--- config.mk ---
export PLATFORM = sky130hd
export DESIGN_NAME = rmq_div
export DESIGN_NICKNAME = d
export VERILOG_FILES = /design/src/design/rotation_matrix_to_quaternion_macros.svh /design/src/design/rmq_pkg.sv /design/src/design/rmq_div.sv
export SDC_FILE = /design/constraint.sdc
export NUM_CORES = 2
export LEC_CHECK = 0
export ABC_AREA = 1
export BUFFER_PORTS_ARGS = -buffer_cell sky130_fd_sc_hd__buf_2
export CAP_MARGIN = 0
export CORE_MARGIN = 3
export CORE_UTILIZATION = 41
export DETAILED_ROUTE_END_ITERATION = 16
export PLACE_DENSITY = 0.64
export SYNTH_ARGS = -nofsm -noshare
export SYNTH_HDL_FRONTEND = slang
export SYNTH_SLANG_ARGS = --single-unit
--- constraint.sdc ---
create_clock -name clk -period 3.71 [get_ports clk]
set_input_delay 0.1855 -clock clk [delete_from_list [all_inputs] [get_ports clk]]
set_output_delay 0.1855 -clock clk [all_outputs]
set_load 0.05 [all_outputs]
--- src/design/rotation_matrix_to_quaternion_macros.svh ---
// Assertion macros shared by the rotation matrix to quaternion design.
`ifndef ROTATION_MATRIX_TO_QUATERNION_MACROS_SVH
`define ROTATION_MATRIX_TO_QUATERNION_MACROS_SVH

// Checks that a condition holds at every clock edge outside reset.
`define RMQ_ASSERT_ALWAYS(label, cond, msg) \
  label: assert property (@(posedge clk) disable iff (!rst_n) (cond)) else $error(msg);

// Checks that a trigger is followed by a consequence in the same cycle.
`define RMQ_ASSERT_IMPL(label, trig, cons, msg) \
  label: assert property (@(posedge clk) disable iff (!rst_n) (trig) |-> (cons)) else $error(msg);

`endif

--- src/design/rmq_pkg.sv ---
// Package with the types and constants of the rotation matrix to quaternion design.
`timescale 1ns / 1ps
`default_nettype none
package rmq_pkg;
  localparam int MAG_W = 17;
  localparam int Q_W   = 17;

  typedef enum logic [1:0] {
    BR_TRACE = 2'd0,
    BR_X     = 2'd1,
    BR_Y     = 2'd2,
    BR_Z     = 2'd3
  } br_t;

  typedef struct packed {
    br_t                       br;
    logic                      degen;
    logic [2:0]                neg;
    logic [2:0][MAG_W-1:0]     mag;
  } side_t;

  typedef struct packed {
    br_t         br;
    logic        degen;
    logic [2:0]  neg;
    logic [15:0] rootq;
  } post_t;
endpackage
`default_nettype wire

--- src/design/rmq_div.sv ---
// Pipelined restoring divider for the rounded quotient mag * 2^FRAC_BITS / (2 * root).
`timescale 1ns / 1ps
`default_nettype none
module rmq_div
  import rmq_pkg::*;
#(
  parameter int FRAC_BITS = 14,
  parameter int RW        = 16
) (
  input  wire logic             clk,
  input  wire logic             en,
  input  wire logic [MAG_W-1:0] mag_i,
  input  wire logic [RW-1:0]    root_i,
  output logic [Q_W-1:0]        q_o,
  output logic                  ovf_o
);
  localparam int ND  = MAG_W + FRAC_BITS + 1;
  localparam int DW  = RW + 1;
  localparam int XW  = (ND > DW + Q_W) ? ND : DW + Q_W;
  localparam int NST = Q_W + 2;

  logic [XW-1:0]  rem_r [NST];
  logic [DW-1:0]  d_r   [NST];
  logic [Q_W-1:0] q_r   [NST];
  logic           ovf_r [NST];

  always_ff @(posedge clk) begin
    if (en) begin
      rem_r[0] <= (XW'(mag_i) << FRAC_BITS) + XW'(root_i);
      d_r[0]   <= {root_i, 1'b0};
      q_r[0]   <= '0;
      ovf_r[0] <= 1'b0;
    end
  end

  always_ff @(posedge clk) begin
    if (en) begin
      rem_r[1] <= rem_r[0];
      d_r[1]   <= d_r[0];
      q_r[1]   <= '0;
      ovf_r[1] <= (rem_r[0] >= (XW'(d_r[0]) << Q_W));
    end
  end

  for (genvar s = 2; s < NST; s++) begin : g_bit
    localparam int BI = NST - 1 - s;
    logic [XW-1:0]  sh;
    logic           ge;
    logic [XW-1:0]  rem_nxt;
    logic [Q_W-1:0] q_nxt;

    always_comb begin
      sh      = XW'(d_r[s-1]) << BI;
      ge      = (rem_r[s-1] >= sh);
      rem_nxt = ge ? (rem_r[s-1] - sh) : rem_r[s-1];
      q_nxt   = q_r[s-1] | (Q_W'(ge) << BI);
    end

    always_ff @(posedge clk) begin
      if (en) begin
        rem_r[s] <= rem_nxt;
        d_r[s]   <= d_r[s-1];
        q_r[s]   <= q_nxt;
        ovf_r[s] <= ovf_r[s-1];
      end
    end
  end

  assign q_o   = q_r[NST-1];
  assign ovf_o = ovf_r[NST-1];
endmodule
`default_nettype wire

After elaboration in Yosys (flattened, before gate mapping)
Memories as Yosys holds them, arrays and structs flattened. Cells that the tools add are included.

Word-level logic and storage cells: 76. Input bits: 35. Output and inout port bits: 18. Memories kept: 4. RAM bits: 1311. Register bits after elaboration: 0.

Add/sub/neg operators: 18. Bitwise operators: 17. Magnitude comparators: 18. Mux-type cells: 19.

Memories: rem_r (words 19, bits a word 34, rd ports 18, clocked after Yosys merged registers in 0, write ports 19, line rmq_div.sv:22) `logic [XW-1:0] rem_r [NST];`; d_r (words 19, bits a word 17, rd ports 18, clocked after Yosys merged registers in 0, write ports 19, line rmq_div.sv:23) `logic [DW-1:0] d_r [NST];`; q_r (words 19, bits a word 17, rd ports 18, clocked after Yosys merged registers in 0, write ports 19, line rmq_div.sv:24) `logic [Q_W-1:0] q_r [NST];`; ovf_r (words 19, bits a word 1, rd ports 18, clocked after Yosys merged registers in 0, write ports 19, line rmq_div.sv:25) `logic ovf_r [NST];`.

Operators with widths (number): two-way mux 34 bit (17); greater-or-equal comparator 34 x 17 -> 1 bit (1); greater-or-equal comparator 34 x 18 -> 1 bit (1); greater-or-equal comparator 34 x 19 -> 1 bit (1); greater-or-equal comparator 34 x 20 -> 1 bit (1); greater-or-equal comparator 34 x 21 -> 1 bit (1); greater-or-equal comparator 34 x 22 -> 1 bit (1); greater-or-equal comparator 34 x 23 -> 1 bit (1); greater-or-equal comparator 34 x 24 -> 1 bit (1); greater-or-equal comparator 34 x 25 -> 1 bit (1); greater-or-equal comparator 34 x 26 -> 1 bit (1); greater-or-equal comparator 34 x 27 -> 1 bit (1); greater-or-equal comparator 34 x 28 -> 1 bit (1); greater-or-equal comparator 34 x 29 -> 1 bit (1); greater-or-equal comparator 34 x 30 -> 1 bit (1); greater-or-equal comparator 34 x 31 -> 1 bit (1); greater-or-equal comparator 34 x 32 -> 1 bit (1); greater-or-equal comparator 34 x 33 -> 1 bit (1); greater-or-equal comparator 34 bit (1); subtractor 34 x 17 -> 34 bit (1); subtractor 34 x 18 -> 34 bit (1); subtractor 34 x 19 -> 34 bit (1); subtractor 34 x 20 -> 34 bit (1); subtractor 34 x 21 -> 34 bit (1); other kinds (31) (32).

Longest topological paths before layout
An unclocked memory read counts as a cell.

Depth after elaboration: 3. Mapped depth: 16. Depth with buffers taken out: 15.

Least setup slack after synthesis
No wires, ideal clock.

Path kind: register to register. Start point: memory rem_r[16][2] (netlist name). End point: memory rem_r[17][17] (netlist name) (data pin). Required time: 3.454 ns. Period minus slack after synthesis: 2.270 ns. Cell stages (with the launch flop): 15. Arrival: 2.014 ns. Slack: 1.440 ns. Setup time: 0.256 ns. Path buffers: 1. Cell sequence: edfxtp_1 inv_1 ha_1 inv_1 fa_1 nand2_1 nand3_1 and2_1 nand2_1 nand2_2 a21oi_2 nand2_2 buf_4 o21ai_0 nand2_1.

RTL lines (line): start, declared (rmq_div.sv:22).

==> metrics.txt <==
GPL Wtd Cong=0.955; critical path class=reg2reg; dpl ws=0.578 ns; Clk network pwr share=23.2%; Routed Antenna Nets=0; area of the die=0.140 mm^2; LEAKAGE=28.3 nW; final WL=153 mm; Final min period=3.11 ns; Clock Pin Slew Worst Setup and Hold Paths=0.07 ns; CTS tree=done; H-tree depth=3; CP Launch Point=rem_r[8][10]; HP Class=in2reg; Fin Setup TNS=0 ns; area leader, netlist=edfxtp_1; Max Clock Freq=322 MHz; Worst VDD drop=394 uV; Avg Cell Area, Syn=8.14 um^2; Clock Path Buffers=3; slowest stage delay, CP=0.46 ns; Final Max Slew Viols=0; first-pass GRT wire length=239 mm; First-pass DRT Iterations=6; P_int=0.0242 W; Comb pwr share=39.0%; Num CTS Buffers=97; Post-route DRC=0; worst rel slew slack=47.6%; Seq/Total Area, Yosys=48.4%; critical path peak fanout=22; share of layout cells above drive strength 1=5.05%; Post-CTS Setup Bufs=0; Cell Chain, Critical Path=inv_1 -> ha_1 -> inv_1 -> fa_1 -> a21oi_1 -> o21ai_1 -> nand2_1 -> nand3_2 -> buf_4 -> inv_2 -> a21oi_1; CP Launch Type=register; Antenna diodes=0; Psw=0.0163 W; Synth area leaders=edfxtp_1, nand2_1, inv_1; setup slack, reg-to-reg=0.60 ns; maxcap violations=0; vias=44745; Clock Root Buffer=clkbuf_16; Max stage delay cell, worst path=fa_1; Netlist cell types=49; HPWL after DPL=120 mm; Starting Density=41.4%; unrepaired setup endpoints after global routing=false; RR Endpoint=rem_r[9][28]; die height=374 um; CTS sink count=893; Tot Pwr=0.0406 W; Sw Share=40.3%; post-synthesis cell count=6809; Final period util=83.8%; reg2reg path depth=11; Worst-Margin Slew=0.784 ns; Routed wire per std cell=17.3 um; vias in the first global route=42490; met1 Use GR=29.5%; Overflow after GRT=0; Seq pwr share=37.7%; Synth top area share=48.4%; Mapped Area=0.0554 mm^2; met2 GRT Util=35.2%; Hold Fails Final Rpt=0; Worst Path Required=4.13 ns; FF-to-FF Start=rem_r[8][10]; GRT Resource Usage Total=21.5%; most frequent cells in the layout=nand2_1, inv_1, edfxtp_1; Die Span X=374 um; commonest non-fill, non-tap cell in the layout=nand2_1; FP Rows=134; Post-Syn Nets=7147; hold_ws=0.202 ns; status=complete, no violations; layout net count=7314; io pins=53; 1st-iter DRT viols=3956; routed vias/inst=5.07; number of synthesis warnings=0; Setup Viol. Count Final=0; initial antenna violation count=2; Power Density=663 mW/mm^2; Critical Path End=rem_r[9][28]; worst clock skew=0.0343 ns; Crit path arrival time=3.53 ns; Area Growth Syn to Fin=10.6%; I/O Buffers=52; busiest grt layer=met2; core footprint=0.134 mm^2; Setup crit end kind=register; global routing usage on met3=2.90%; largest net degree at the start of global routing=96; later-pin clock latency in the skew report=0.71 ns; hold path start=root_i[12]; worst setup margin=0.601 ns; Yosys reg bits=893
registers in the layout, summed over array words and instances (netlist names):
name,cells
rem_r,608
q_r,153
d_r,114
ovf_r,18
stage by stage:
step / cells / utilization (%) / instance area [um^2]
floorplan: 6809 / - / 55400
global placement: 8602 / 43.2 / 57800
detailed placement: 8602 / 43.2 / 57800
CTS: 8822 / 45.8 / 61300
global route: 8822 / 45.8 / 61300
finish: 8822 / 45.8 / 61300
worst max-delay path, delay by kind of cell, from the launching register on:
kind | cells | cell delay, ns
DFF | 1 | 0.39
adders and majority gates | 2 | 0.63
AOI/OAI and AO/OA | 3 | 0.77
buffers and inverters | 4 | 0.83
and+or+nand+nor | 2 | 0.19
metal layers:
metal	up-vias	wire (um)
met5	-	0
met4	0	4960
met3	267	8610
met2	1193	70200
met1	20816	69200
li1	22469	-
layout make-up:
cell class                 count  area [um^2]
fill                       13152        72500
sequential                   893        26800
multi-input combinational   4740        23900
inverter                    1117         4200
clock buffer                 113         2530
tap                         1768         2210
timing repair buffer         127         1070
clock inverter                64          528
how the worst min path moves through the flow:
stage	to	slack (ns)	cells after the start
2_1_floorplan	d_r[0][15]	0.28	0
3_3_place_gp	rem_r[0][13]	0.36	1
3_5_place_dp	rem_r[0][11]	0.36	1
4_1_cts	rem_r[0][2]	0.14	2
5_1_grt	rem_r[0][9]	0.19	2
6_report	rem_r[0][12]	0.20	2
cell usage after synthesis (all sizes together):
master / instances
a211oi: 1
a21boi: 4
a21o: 6
a21oi: 338
a22oi: 1
a31oi: 2
and2: 5
and3: 3
buf: 58
clkbuf: 1
edfxtp: 893
fa: 17
ha: 286
inv: 1117
nand2: 2377
nand2b: 6
nand3: 493
nand3b: 27
nand4: 143
nor2: 598
nor2b: 4
nor3: 83
nor4: 9
o2111ai: 1
o211ai: 1
o21a: 7
o21ai: 111
o21bai: 28
o31ai: 1
or2: 10
xnor2: 19
xor2: 159
power groups by stage:
stage                     sequential (W)  combinational (W)  clock, W
after floorplan                   0.0146             0.0115         0
after global placement            0.0155             0.0155         0
after detailed placement          0.0155             0.0155         0
after CTS                         0.0153             0.0157   0.00971
after global routing              0.0155             0.0179    0.0101
final                             0.0153             0.0158   0.00943
cells by family after synthesis:
family	count (synthesis)	share of synthesized area (%)
AND/OR/NAND/NOR	3758	28.2
buffers and inverters	1176	8.43
flip-flops	893	48.4
AO/OA/AOI/OAI	501	5.05
adder cells (fa/ha/maj)	303	7.07
XOR/XNOR	178	2.81
what timing repair did:
item	CTS	global route
gates resized for setup	0	0
hold buffers	43	0
endpoints found under the hold margin	65	0
No activity file was read; power rests on OpenSTA's default activity.
