`src/design/rotation_matrix_to_quaternion_macros.svh`:
```
// Assertion macros shared by the rotation matrix to quaternion design.
`ifndef ROTATION_MATRIX_TO_QUATERNION_MACROS_SVH
`define ROTATION_MATRIX_TO_QUATERNION_MACROS_SVH

// Checks that a condition holds at every clock edge outside reset.
`define RMQ_ASSERT_ALWAYS(label, cond, msg) \
  label: assert property (@(posedge clk) disable iff (!rst_n) (cond)) else $error(msg);

// Checks that a trigger is followed by a consequence in the same cycle.
`define RMQ_ASSERT_IMPL(label, trig, cons, msg) \
  label: assert property (@(posedge clk) disable iff (!rst_n) (trig) |-> (cons)) else $error(msg);

`endif

```
`src/design/rmq_sqrt.sv`:
```
// Pipelined integer square root, one root bit per stage, with a tag carried alongside.
`timescale 1ns / 1ps
`default_nettype none
module rmq_sqrt #(
  parameter int IN_W  = 32,
  parameter int TAG_W = 8
) (
  input  wire logic                clk,
  input  wire logic                rst_n,
  input  wire logic                en,
  input  wire logic                vld_i,
  input  wire logic [IN_W-1:0]     rad_i,
  input  wire logic [TAG_W-1:0]    tag_i,
  output logic                     vld_o,
  output logic [IN_W/2-1:0]        root_o,
  output logic [TAG_W-1:0]         tag_o
);
  localparam int RW = IN_W / 2;

  logic [IN_W-1:0]  rad_r  [RW];
  logic [RW+1:0]    rem_r  [RW];
  logic [RW-1:0]    root_r [RW];
  logic [TAG_W-1:0] tag_r  [RW];
  logic             vld_r  [RW];

  for (genvar k = 0; k < RW; k++) begin : g_stage
    logic [IN_W-1:0]  rad_prev;
    logic [RW+1:0]    rem_prev;
    logic [RW-1:0]    root_prev;
    logic [TAG_W-1:0] tag_prev;
    logic             vld_prev;
    logic [RW+1:0]    remx;
    logic [RW+1:0]    trial;
    logic             ge;
    logic [RW+1:0]    rem_nxt;
    logic [RW-1:0]    root_nxt;

    if (k == 0) begin : g_first
      assign rad_prev  = rad_i;
      assign rem_prev  = '0;
      assign root_prev = '0;
      assign tag_prev  = tag_i;
      assign vld_prev  = vld_i;
    end else begin : g_next
      assign rad_prev  = rad_r[k-1];
      assign rem_prev  = rem_r[k-1];
      assign root_prev = root_r[k-1];
      assign tag_prev  = tag_r[k-1];
      assign vld_prev  = vld_r[k-1];
    end

    always_comb begin
      remx     = {rem_prev[RW-1:0], rad_prev[IN_W-1 -: 2]};
      trial    = {root_prev, 2'b01};
      ge       = (remx >= trial);
      rem_nxt  = ge ? (remx - trial) : remx;
      root_nxt = {root_prev[RW-2:0], ge};
    end

    always_ff @(posedge clk) begin
      if (!rst_n) begin
        vld_r[k] <= 1'b0;
      end else if (en) begin
        vld_r[k] <= vld_prev;
      end
    end

    always_ff @(posedge clk) begin
      if (en) begin
        rad_r[k]  <= rad_prev << 2;
        rem_r[k]  <= rem_nxt;
        root_r[k] <= root_nxt;
        tag_r[k]  <= tag_prev;
      end
    end
  end

  assign vld_o  = vld_r[RW-1];
  assign root_o = root_r[RW-1];
  assign tag_o  = tag_r[RW-1];
endmodule
`default_nettype wire

```
`config.mk`:
```
export PLATFORM = sky130hd
export DESIGN_NAME = rmq_sqrt
export DESIGN_NICKNAME = d
export VERILOG_FILES = /design/src/design/rotation_matrix_to_quaternion_macros.svh /design/src/design/rmq_sqrt.sv
export SDC_FILE = /design/constraint.sdc
export NUM_CORES = 1
export LEC_CHECK = 0
export ABC_AREA = 1
export BUFFER_PORTS_ARGS = -buffer_cell sky130_fd_sc_hd__buf_4
export CORE_UTILIZATION = 45
export CTS_CLUSTER_SIZE = 14
export DETAILED_ROUTE_END_ITERATION = 6
export PLACE_DENSITY_LB_ADDON = 0.08
export SYNTH_ARGS = -nofsm -noshare
export SYNTH_HDL_FRONTEND = slang
export SYNTH_SLANG_ARGS = --single-unit
```
`constraint.sdc`:
```
create_clock -name clk -period 1.7 [get_ports clk]
set_input_delay 0.34 -clock clk [delete_from_list [all_inputs] [get_ports clk]]
set_output_delay 0.34 -clock clk [all_outputs]
set_load 0.05 [all_outputs]
```
Word-level counts from Yosys, hierarchy flattened
Memory sizes are Yosys's and may differ from the RTL's.
Index checks and enable logic that the tools add are counted.

operators by class
  $add $sub $neg = 16
  bitwise logic cells = 16
  multipliers = 0
  $lt $le $gt $ge = 16
  mux-type cells = 37
  shift-type cells = 0
  equal/unequal tests = 0
  divide/modulo/power cells = 0
  reductions and logical operators = 0

operators with widths
  cell                                                                count
  two-way mux 18 bit                                                  16
  greater-or-equal comparator 18 bit                                  15
  subtractor 18 bit                                                   15
  two-way mux 1 bit                                                   21
  bitwise OR 1 bit                                                    16
  subtractor 2 x 1 -> 3 bit (second input constant)                   1
  greater-or-equal comparator 2 x 1 -> 1 bit (second input constant)  1

storage, ports and cells
  latch bits = 0
  bits in read-only memories = 0
  RAM bits = 1168
  output and inout port bits = 25
  input bits = 44
  logic and storage cells = 90
  memories kept = 5
  register bits after elaboration = 0

memories
  memory  depth  bits a word  rd ports  clocked after Yosys merged registers in  write ports  line            source
  rad_r   16     30           15        0                                        16           rmq_sqrt.sv:20  logic [IN_W-1:0] rad_r [RW];
  rem_r   16     18           15        0                                        16           rmq_sqrt.sv:21  logic [RW+1:0] rem_r [RW];
  root_r  16     16           16        0                                        16           rmq_sqrt.sv:22  logic [RW-1:0] root_r [RW];
  tag_r   16     8            16        0                                        16           rmq_sqrt.sv:23  logic [TAG_W-1:0] tag_r [RW];
  vld_r   16     1            16        0                                        16           rmq_sqrt.sv:24  logic vld_r [RW];

Logic depth before layout (Yosys ltp)
Gate-level depths: netlist of run 1.

  word-level depth = 4
  gate-level depth with buffers = 14
  gate-level depth less buffers = 13

Worst setup path after synthesis of run 1
No wires, ideal clock.

  path kind = register to register
  start = memory rem_r[13][4] (netlist bit)
  end = memory rem_r[14][8] (netlist bit) (data pin)
  required time = 1.448 ns
  arrival = 1.613 ns
  clock period less this slack = 1.865 ns
  cell stages (with the launch flop) = 11
  setup slack = -0.165 ns
  library setup time = 0.252 ns
  path buffers = 1
  cells stage by stage = edfxtp_1 > ha_1 > nand2_1 > nor2_4 > nand2_1 > o21ai_1 > nor2_2 > nand2_4 > buf_6 > nand2_1 > nand2_1

RTL lines
  item                line
  start: declaration  rmq_sqrt.sv:21

==> metrics, run 1 <==
width of the die 284 um; startpoint-to-endpoint class of the critical path register to register; number of input and output port buffers inserted 68; post-route ant nets 0; Ports 69; proportion of register bits with asynchronous set or reset after synthesis 0%; maximum ir drop on the vdd rail ~1.0 mV; share of the cycle needed by the critical path after routing 117%; cell types occupying the most area after synthesis edfxtp_1 (63%), nand2_1 (11%), inv_1 (6.2%); worst hold start en; complex-gate fraction of the synthesized area 3.12%; Die Outline Area just over 80000 um^2; slowest stage delay, CP roughly 0.45 ns; worst min path class input pin to register; largest family of logic cells by synthesized area simple AND/OR/NAND/NOR gates; Reg-to-Reg Start rem_r[12][5]$_DFFE_PP_; number of nets in the layout roughly 4700; cell leakage power about 0.023 uW; flop-to-flop setup slack -0.29 ns; clock root buffer clkbuf_16; worst setup skew after layout between 0.02 and 0.025 ns; Detailed Route Iter0 Violations approximately 1400; number of enable-type register cells in the synthesized netlist between 700 and 800; number of nets produced by synthesis between 3000 and 4000; multiplexer area fraction after synthesis 0%; die extent in y 284 um; Pwr per Cell Area approximately 1100 nW/um^2; number of diodes added for antenna fixing 0; number of warnings issued by yosys 0; register area share after synthesis between 60% and 70%; residual overflow from global routing 0; arrival time of the worst setup path approximately 2.4 ns; endpoint class of the critical path register; number of remaining DRC errors 0; 1st-pass router iterations 5; total negative slack for setup checks -42.29 ns; Layout Area Growth over Synthesis 48.4%; clock latency of the later-clocked register in the worst-skew pair ~0.64 ns; hold path endpoint rem_r[7][8]$_DFFE_PP_; via count of the first global-routing pass between 20000 and 30000; maximum fanout encountered on the critical timing path 8; number of cells on the worst reg-to-reg path 10; syn_area_per_cell between 10 and 15 um^2; cells along the critical path ha_4 -> nand2_4 -> nor2_2 -> nand3_2 -> nand3_4 -> nand2_8 -> nand2_8 -> inv_12 -> nand2_2 -> nand2_2; final setup fails ~220; post-synth top area cell edfxtp_1; parity-gate share of the synthesized area counting xor and xnor cells under 10%; Final Max Tran Viols 0; total half-perimeter wirelength after legalization and detailed placement roughly 63000 um; netlist area before placement approximately 36000 um^2; wire length of the first global-routing pass 142000 um; maximum number of pins on one net before global-route repair 34; violations in the final reports setup timing; CTS buffer count 81; area fraction in and, or, nand and nor cells after synthesis between 10% and 20%; maximum level of the CTS H-tree 3; number of hold violations in the final report 0; unrepaired setup endpoints after global routing yes; Filler Cells Inserted roughly 5900; number of antenna violations at the first check in global routing 0; FF-to-FF End rem_r[13][3]$_DFFE_PP_; run status finished with violations; post-synthesis cell count 3462; fraction of layout cells with a size suffix above 1 between 40% and 50%; Clk pin slew, worst setup/hold paths 0.06 ns; routability-driven placement congestion ratio 0.898; data required time of the critical path 2.09 ns; per-cell via count in the routed design ~4.8; final WL between 90000 and 100000 um; Synth Area in Adders under 10%; total global-route track usage 22.2%; share of the synthesized area in the top cell type a little over three fifths; Hold Slack around 0.097 ns; crit path time final about 2.0 ns; Slowest cell on crit path edfxtp_1; Routed WL per cell roughly 16 um; number of clock sinks between 700 and 800; count of different cell masters after synthesis between 40 and 50; cell count of the worst hold path 1; CTS tree done; via count of the routed design 27300; number of maximum-capacitance violations 0; total core area roughly 78000 um^2; Critical Path Source Type register; slack of the critical path -0.294 ns; Longest Clk Path Bufs 3; maximum clock frequency between 500 and 600 MHz; count of state elements after synthesis approximately 740; effective utilization at floorplan between 40 and 50%; Top FF cell, synth edfxtp_1; floorplan row count between 100 and 150
-- synth_stat cells, drive strengths merged, types with 2 or more instances --
master,count
or2,7
and3,4
a21boi,2
nand3,225
xnor2,24
ha,152
nor3,35
o21bai,8
nand2,1057
xor2,59
nand3b,18
inv,601
nand4,50
nor3b,3
and2,8
buf,24
o21ai,62
nor2,258
edfxtp,743
a21oi,114
-- sequential cells by signal, indices dropped and copies added, names as in the netlist --
name / flops
rad_r: 240
rem_r: 224
root_r: 136
tag_r: 128
vld_r: 16
-- layout by cell type, fill, tap and decap left out, types with 81 or more instances in the layout --
cell,instances
edfxtp_1,743
ha_4,106
inv_2,143
clkbuf_16,81
buf_4,843
nand3_1,139
nor2_1,167
inv_1,437
nand2_2,292
nand2_4,103
nand2_1,647
-- kinds of logic (layout without fill, tap and decap cells) --
| group | after synthesis | after routing |
|---|---|---|
| xor+xnor | 83 | 83 |
| other cells | 1 | 1 |
| compound gates | 191 | 191 |
| fa+ha+maj | 152 | 152 |
| flops | 744 | 744 |
| buf+inv | 626 | 1749 |
| simple gates | 1665 | 1677 |
-- per-stage QoR --
step | area, um^2 | power, uW | worst slack, ns | std cells | util [%]
final | 52900 | 56700 | -0.294 | 5637 | 67.9
after global routing | 52900 | 59300 | -0.350 | 5637 | 67.9
after CTS | 50900 | 55600 | -0.256 | 5553 | 65.2
after detailed placement | 43900 | 34900 | -0.398 | 5199 | 56.3
after global placement | 43900 | 34700 | -0.392 | 5199 | 56.3
after floorplan | 37100 | 29700 | -0.0864 | 3462 | -
-- timing repair --
action | 4_1_cts | 5_1_grt
gates resized for setup | 710 | 424
cloned | 21 | 0
setup buffers | 149 | 89
hold buffers | 43 | 0
hold endpoints to repair | 44 | 0
setup endpoints to repair | 231 | 234
pin swaps | 241 | 223
-- worst max-delay path by stage --
stage,endpoint,slack [ns],startpoint,cells past startpoint
after floorplan,rem_r[6][3]$_DFFE_PP_,-0.09,root_r[2][19]$_DFFE_PP_,11
after global placement,rem_r[5][4]$_DFFE_PP_,-0.39,rem_r[4][4]$_DFFE_PP_,10
after detailed placement,rem_r[10][5]$_DFFE_PP_,-0.40,rem_r[9][5]$_DFFE_PP_,12
after CTS,rem_r[11][10]$_DFFE_PP_,-0.26,rem_r[10][7]$_DFFE_PP_,12
after global routing,rem_r[13][3]$_DFFE_PP_,-0.35,rem_r[12][5]$_DFFE_PP_,10
final,rem_r[13][3]$_DFFE_PP_,-0.29,rem_r[12][5]$_DFFE_PP_,10
-- worst max-delay path: cells and delay by family (launching register included) --
family | cells | cell delay (ns)
flops | 1 | 0.45
fa+ha+maj | 1 | 0.32
simple gates | 8 | 0.90
buf+inv | 1 | 0.07
-- cell type report --
class / count / area, um^2 / share of cell area, %
Sequential cell: 744 / 22300 / 42.2
Clock inverter: 55 / 696 / 1.31
Clock buffer: 91 / 2060 / 3.90
Timing Repair inverter: 5 / 61.3 / 0.116
Inverter: 601 / 2390 / 4.51
Timing Repair Buffer: 997 / 8330 / 15.7
Multi-Input combinational cell: 2104 / 15800 / 29.8
Tap cell: 1040 / 1300 / 2.46
-- layer usage --
metal	vias to the layer above	part of all wire (%)	GRT usage, %
li1	13600	-	-
met1	13100	43	28.3
met2	468	51	39.4
met3	164	3.0	2.79
met4	0	2.8	6.59
met5	-	0	0
-- where the power goes --
part           switching [uW]  leakage (uW)  total (uW)  internal (uW)
Sequential               1060       0.00719       23400          22400
Clock                    7380       0.00132       18100          10700
Combinational            7960        0.0146       15200           7210
Power figures use the tool's default switching activity.
==> run 2, diff against run 1 <==
--- a/config.mk
+++ b/config.mk
@@ -7,7 +7,7 @@
 export LEC_CHECK = 0
 export ABC_AREA = 1
 export BUFFER_PORTS_ARGS = -buffer_cell sky130_fd_sc_hd__buf_4
-export CORE_UTILIZATION = 45
+export CORE_UTILIZATION = 30
 export CTS_CLUSTER_SIZE = 14
 export DETAILED_ROUTE_END_ITERATION = 6
 export PLACE_DENSITY_LB_ADDON = 0.08
==> run 2 against run 1 <==
The run still ends with setup timing left. Non-clock buffer count up 18. Core utilization down 22 points. Clock power up 5%. First-iteration DRC count down 27%. Critical path type unchanged.
==> metrics, run 2 (synthesized netlist as in run 1, its figures left out) <==
residual overflow from global routing 0 (unchanged); Pwr per Cell Area 1060 nW/um^2 (-0.76%); number of input and output port buffers inserted 68 (unchanged); Critical Path Source Type register; Multi-input gate area 15800 um^2 (+0.40%); crit path time final 2.00 ns (+0.0105 ns); number of remaining DRC errors 0 (unchanged); cell leakage power 0.0233 uW (+1.2%); maximum clock frequency 499 MHz (-0.52%); highest-count cells in the layout ignoring fill and taps buf_4 (848), edfxtp_1 (743), nand2_1 (622); wire length of the first global-routing pass 141000 um (-1.2%); flip-flop count of the largest register, all copies and words added 240 (unchanged); maximum fanout encountered on the critical timing path 5 (-3); worst setup slack before clock tree synthesis -0.403 ns (-0.00476 ns); startpoint-to-endpoint class of the critical path register to register; per-cell via count in the routed design 4.30 (-11%); post-route ant nets 0 (unchanged); share of the cycle needed by the critical path after routing 118% (+0.62 points); worst setup skew after layout 0.0254 ns (+0.00231 ns); unrepaired setup endpoints after global routing yes; number of diodes added for antenna fixing 0 (unchanged); die extent in y 347 um (+22%); Clk pin slew, worst setup/hold paths 0.06 ns (about the same); final WL 90100 um (-0.58%); width of the die 347 um (+22%); worst min path class input pin to register; Routed WL per cell 14.6 um (-9.1%); number of hold violations in the final report 0 (unchanged); Filler Cells Inserted 11100 (+89%); clock latency of the later-clocked register in the worst-skew pair 0.67 ns (+0.03 ns); number of nets in the layout 4751 (+0.44%); slack of the critical path -0.304 ns (-0.0105 ns); effective utilization at floorplan 30.3% (-15 points); cell count of the worst hold path 1 (unchanged); largest registers rad_r: 240 flops, rem_r: 224 flops, root_r: 136 flops; number of cells on the worst reg-to-reg path 10 (unchanged); Top reg by flops rad_r; CTS buffer count 90 (+11%); Layout Area Growth over Synthesis 51.6%; maximum number of pins on one net before global-route repair 40 (+18%); routability-driven placement congestion ratio 0.848 (-5.5%); Ports 69 (unchanged); endpoint class of the critical path register; slowest stage delay, CP 0.47 ns (+0.02 ns); combined flip-flop and latch cell area 22300 um^2 (unchanged); run status finished with violations; Tightest Pin Transition between 0.5 and 0.6 ns; Final Max Tran Viols 0 (unchanged); most common cell after layout, fill and taps aside buf_4; CTS tree done; clock root buffer clkbuf_16; total core area 118000 um^2 (+51%); via count of the routed design 26500 (-2.8%); utilization of the core after routing 45.9% (-22 points); Max transition margin roughly 66%; total half-perimeter wirelength after legalization and detailed placement 63600 um (+1.2%); Slowest cell on crit path edfxtp_1; violations in the final reports setup timing; floorplan row count 126 (+24%); maximum level of the CTS H-tree 3 (unchanged); final setup fails 219 (-0.90%); via count of the first global-routing pass 26600 (-4.4%); arrival time of the worst setup path 2.41 ns (+0.03 ns); Die Outline Area 120000 um^2 (+50%); 1st-pass router iterations 6 (+1); number of clock sinks 744 (unchanged); cells along the critical path inv_2 -> ha_4 -> nand2_4 -> nor2_4 -> buf_4 -> nand2_4 -> nand3_4 -> a21oi_4 -> buf_6 -> a21oi_4; Detailed Route Iter0 Violations 1015 (-27%); number of antenna violations at the first check in global routing 0 (unchanged); number of maximum-capacitance violations 0 (unchanged); Final Total Pwr 57500 uW (+1.4%); maximum ir drop on the vdd rail 0.725 mV (-30%); Longest Clk Path Bufs 3 (unchanged); data required time of the critical path 2.11 ns (+0.02 ns); fraction of layout cells with a size suffix above 1 46.7% (+0.77 points); total global-route track usage 14.7% (-7.5 points)
==> run 2: cell count changes in the layout (fill, tap and decap cells not counted), moves of 8 or more <==
cell and delta:
nand2_1 -25, inv_2 +8, nand2_2 +19, clkbuf_16 +15, clkinv_1 +10, buf_12 +10
nand3_4 +9
==> run 2: worst max-delay path, delay by kind of cell (launching register included) <==
family                     cells  cell delay (ns)
and+or+nand+nor                4             0.32
buffers and inverters          3             0.43
adders and majority gates      1             0.22
AOI/OAI and AO/OA              2             0.31
DFF                            1             0.47
==> run 2: cell type report <==
class / count / area share [%]
Tap cell: 1536 / 3.55
Inverter: 601 / 4.39
Clock inverter: 59 / 1.01
Timing Repair Buffer: 1015 / 16.0
Multi-Input combinational cell: 2099 / 29.2
Timing Repair inverter: 4 / 0.0879
Clock buffer: 108 / 4.41
Sequential cell: 744 / 41.3
==> run 2: worst paths after layout <==
kind / slack [ns] / to / startpoint
max: -0.30 / rem_r[12][15]$_DFFE_PP_ / root_r[5][20]$_DFFE_PP_
min: 0.05 / rad_r[0][47]$_DFFE_PP_ / en
min reg2reg: 0.39 / rad_r[3][51]$_DFFE_PP_ / rad_r[3][19]$_DFFE_PP_
max reg2reg: -0.30 / rem_r[12][15]$_DFFE_PP_ / root_r[5][20]$_DFFE_PP_
==> run 2: power breakdown <==
part | switching, uW | internal, uW | total, uW
clock | 7770 | 11200 | 19000
combinational | 7860 | 7270 | 15100
sequential | 971 | 22400 | 23300
==> run 2: metrics by stage <==
step                hold WS (ns)  cells  cell area (um^2)  setup TNS, ns
floorplan                  0.400   3462             37100          -4.59
global placement           0.400   5720             44800         -51.97
detailed placement         0.405   5720             44800         -52.03
CTS                      0.00381   6032             50300         -37.31
global route              0.0125   6166             54100         -56.36
finish                    0.0528   6166             54100         -38.34
==> run 2: routing by layer <==
metal  vias up  global-route usage (%)  part of all wire (%)
met5         -                       0                     0
met4         0                    3.94                   2.2
met3       131                    2.25                   2.6
met2       249                    25.6                    50
met1     12500                    18.9                    45
li1      13600                       -                     -
==> run 2: repair_timing <==
| item | 4_1_cts | 5_1_grt |
|---|---|---|
| hold buffers | 43 | 0 |
| gates cloned | 11 | 8 |
| endpoints found under the hold margin | 43 | 0 |
| gates resized for setup | 393 | 777 |
| endpoints found under the setup margin | 224 | 233 |
| setup buffers | 91 | 132 |
| pin swaps | 147 | 328 |
==> run 3, diff against run 2 <==
--- a/config.mk
+++ b/config.mk
@@ -11,6 +11,7 @@
 export CTS_CLUSTER_SIZE = 14
 export DETAILED_ROUTE_END_ITERATION = 6
 export PLACE_DENSITY_LB_ADDON = 0.08
+export SETUP_SLACK_MARGIN = 0.2
 export SYNTH_ARGS = -nofsm -noshare
 export SYNTH_HDL_FRONTEND = slang
 export SYNTH_SLANG_ARGS = --single-unit
==> run 3 against run 2 <==
Core utilization is 0.15 points higher. Global-route usage is 0.43 points higher. Non-clock buffer count is 17 higher. Fmax is 2.0% higher. Sequential power hardly changed. Largest cell class unchanged. Worst hold slack better by 0.35 ns. Combinational power hardly changed. Clock power hardly changed. Sequential share of layout area is 0.14 points lower. Via count is 0.21% lower. The run still ends with setup timing left. Cell area is 0.34% higher. Cell count is 0.19% higher.
==> metrics, run 3 (synthesized netlist as in run 1, its figures left out) <==
run status finished with violations; violations in the final reports setup timing; combined flip-flop and latch cell area 22300 um^2 (unchanged); largest registers rad_r: 240 flops, rem_r: 224 flops, root_r: 136 flops; slack of the critical path -0.265 ns (+0.0396 ns); wire length of the first global-routing pass 145000 um (+2.8%); number of input and output port buffers inserted 68 (unchanged); Filler Cells Inserted 11200 (+0.44%); die extent in y 347 um (unchanged); CTS tree done; total global-route track usage 15.1% (+0.43 points); residual overflow from global routing 0 (unchanged); data required time of the critical path 2.10 ns (about the same); maximum number of pins on one net before global-route repair 74 (+85%); Critical Path Source Type register; final setup fails 224 (+2.3%); via count of the first global-routing pass 27100 (+1.9%); number of maximum-capacitance violations 0 (unchanged); clock root buffer clkbuf_16; Routed WL per cell 14.7 um (+0.79%); width of the die 347 um (unchanged); Pwr per Cell Area 1060 nW/um^2 (about the same); via count of the routed design 26500 (-0.21%); placed cell areas 45000 um^2 (+0.46%); floorplan row count 126 (unchanged); number of antenna violations at the first check in global routing 0 (unchanged); Detailed Route Iter0 Violations 1002 (-1.3%); total half-perimeter wirelength after legalization and detailed placement 64000 um (+0.60%); flop-to-flop setup slack -0.26 ns (+0.04 ns); maximum level of the CTS H-tree 3 (unchanged); routability-driven placement congestion ratio 0.870 (+2.6%); area of all placed cells without fillers 54300 um^2 (+0.34%); highest-count cells in the layout ignoring fill and taps buf_4 (834), edfxtp_1 (743), nand2_1 (621); worst setup skew after layout 0.0234 ns (-0.00200 ns); Longest Clk Path Bufs 3 (unchanged); CTS buffer count 89 (-1.1%); number of diodes added for antenna fixing 0 (unchanged); 1st-pass router iterations 5 (-1); number of hold violations in the final report 0 (unchanged); per-cell via count in the routed design 4.29 (-0.40%); share of the cycle needed by the critical path after routing 116% (-2.3 points); crit path time final 1.96 ns (-0.0396 ns); Max transition margin 66.4% (+0.48 points); Final Max Tran Viols 0 (unchanged); Ports 69 (unchanged); Multi-input gate area 15700 um^2 (-0.50%); number of remaining DRC errors 0 (unchanged); startpoint-to-endpoint class of the critical path register to register; Die Outline Area 120000 um^2 (unchanged); Clk pin slew, worst setup/hold paths 0.06 ns (about the same); effective utilization at floorplan 30.3% (unchanged); Layout Area Growth over Synthesis 52.1%; number of nets in the layout 4766 (+0.32%); fraction of layout cells with a size suffix above 1 47.1% (+0.42 points); Top reg by flops rad_r; Tightest Pin Transition 0.503 ns (-0.00725 ns); total core area 118000 um^2 (unchanged); clock latency of the later-clocked register in the worst-skew pair 0.66 ns (about the same); maximum clock frequency 509 MHz (+2.0%); cell leakage power 0.0236 uW (+1.0%); endpoint class of the critical path register; maximum ir drop on the vdd rail 0.786 mV (+8.3%); number of clock sinks 744 (unchanged); final WL 91000 um (+0.99%); most common cell after layout, fill and taps aside buf_4; arrival time of the worst setup path 2.37 ns (-0.04 ns); unrepaired setup endpoints after global routing yes; worst min path class input pin to register; maximum fanout encountered on the critical timing path 7 (+2); flip-flop count of the largest register, all copies and words added 240 (unchanged); post-route ant nets 0 (unchanged); utilization of the core after routing 46.0% (+0.15 points)
==> run 3: cell types whose count changed in the layout (fill, tap and decap cells not counted), sizes merged, moves of 2 or more <==
cell,delta
bufinv,+2
nand2,-3
inv,+6
clkbuf,-6
buf,+16
clkinv,-4
==> run 3: layout make-up <==
type	instances	area share, %
Timing Repair Buffer	1032	16.5
Clock inverter	61	1.15
Inverter	601	4.30
Clock buffer	102	4.27
Sequential cell	744	41.1
Tap cell	1536	3.54
Multi-Input combinational cell	2097	29.0
Timing Repair inverter	5	0.124
==> run 3: what timing repair did <==
action / in CTS / in global routing
pin swaps: 261 / 224
endpoints found under the hold margin: 50 / 0
endpoints found under the setup margin: 260 / 261
buffers inserted: 174 / 71
hold buffers: 44 / 0
gates cloned: 13 / 5
resized for setup: 678 / 404
==> run 3: path summary, 6_finish.rpt <==
path | to | cells past startpoint | from
setup / recovery | rem_r[7][4]$_DFFE_PP_ | 11 | rem_r[6][0]$_DFFE_PP_
hold / removal | rad_r[0][25]$_DFFE_PP_ | 2 | rad_i[25]
hold reg to reg | rad_r[1][36]$_DFFE_PP_ | 0 | rad_r[1][4]$_DFFE_PP_
setup reg to reg | rem_r[7][4]$_DFFE_PP_ | 11 | rem_r[6][0]$_DFFE_PP_
==> run 3: per-stage QoR <==
stage / power, uW / hold WS, ns / worst slack, ns / std cells / TNS, ns
2_1_floorplan: 29900 / 0.400 / -0.0864 / 3462 / -4.84
3_3_place_gp: 35400 / 0.400 / -0.391 / 5708 / -47.99
3_5_place_dp: 35300 / 0.405 / -0.378 / 5708 / -47.46
4_1_cts: 57200 / 0.332 / -0.274 / 6102 / -36.92
5_1_grt: 60800 / 0.349 / -0.352 / 6178 / -58.86
6_report: 57600 / 0.401 / -0.265 / 6178 / -38.18
==> run 3: worst max-delay path: stages, from the launching register on <==
cell      delay [ns]
edfxtp_1        0.50
ha_4            0.34
nand2_4         0.05
nor2_4          0.09
nor2_4          0.05
o21bai_4        0.14
nand2_4         0.11
nand2_4         0.08
nor2_4          0.05
buf_12          0.14
nand2_2         0.06
nand2_2         0.08
==> run 3: layer usage <==
metal	track usage [%]	share of wire (%)
met5	0	0
met4	4.63	2.8
met1	19.3	46
met3	2.31	2.4
met2	26.3	49
==> run 3: where the power goes <==
group	leakage (uW)	internal [uW]	switching (uW)
Combinational	0.0150	7300	7790
Sequential	0.00719	22400	1000
Clock	0.00143	11400	7810
Total	0.0236	41000	16600
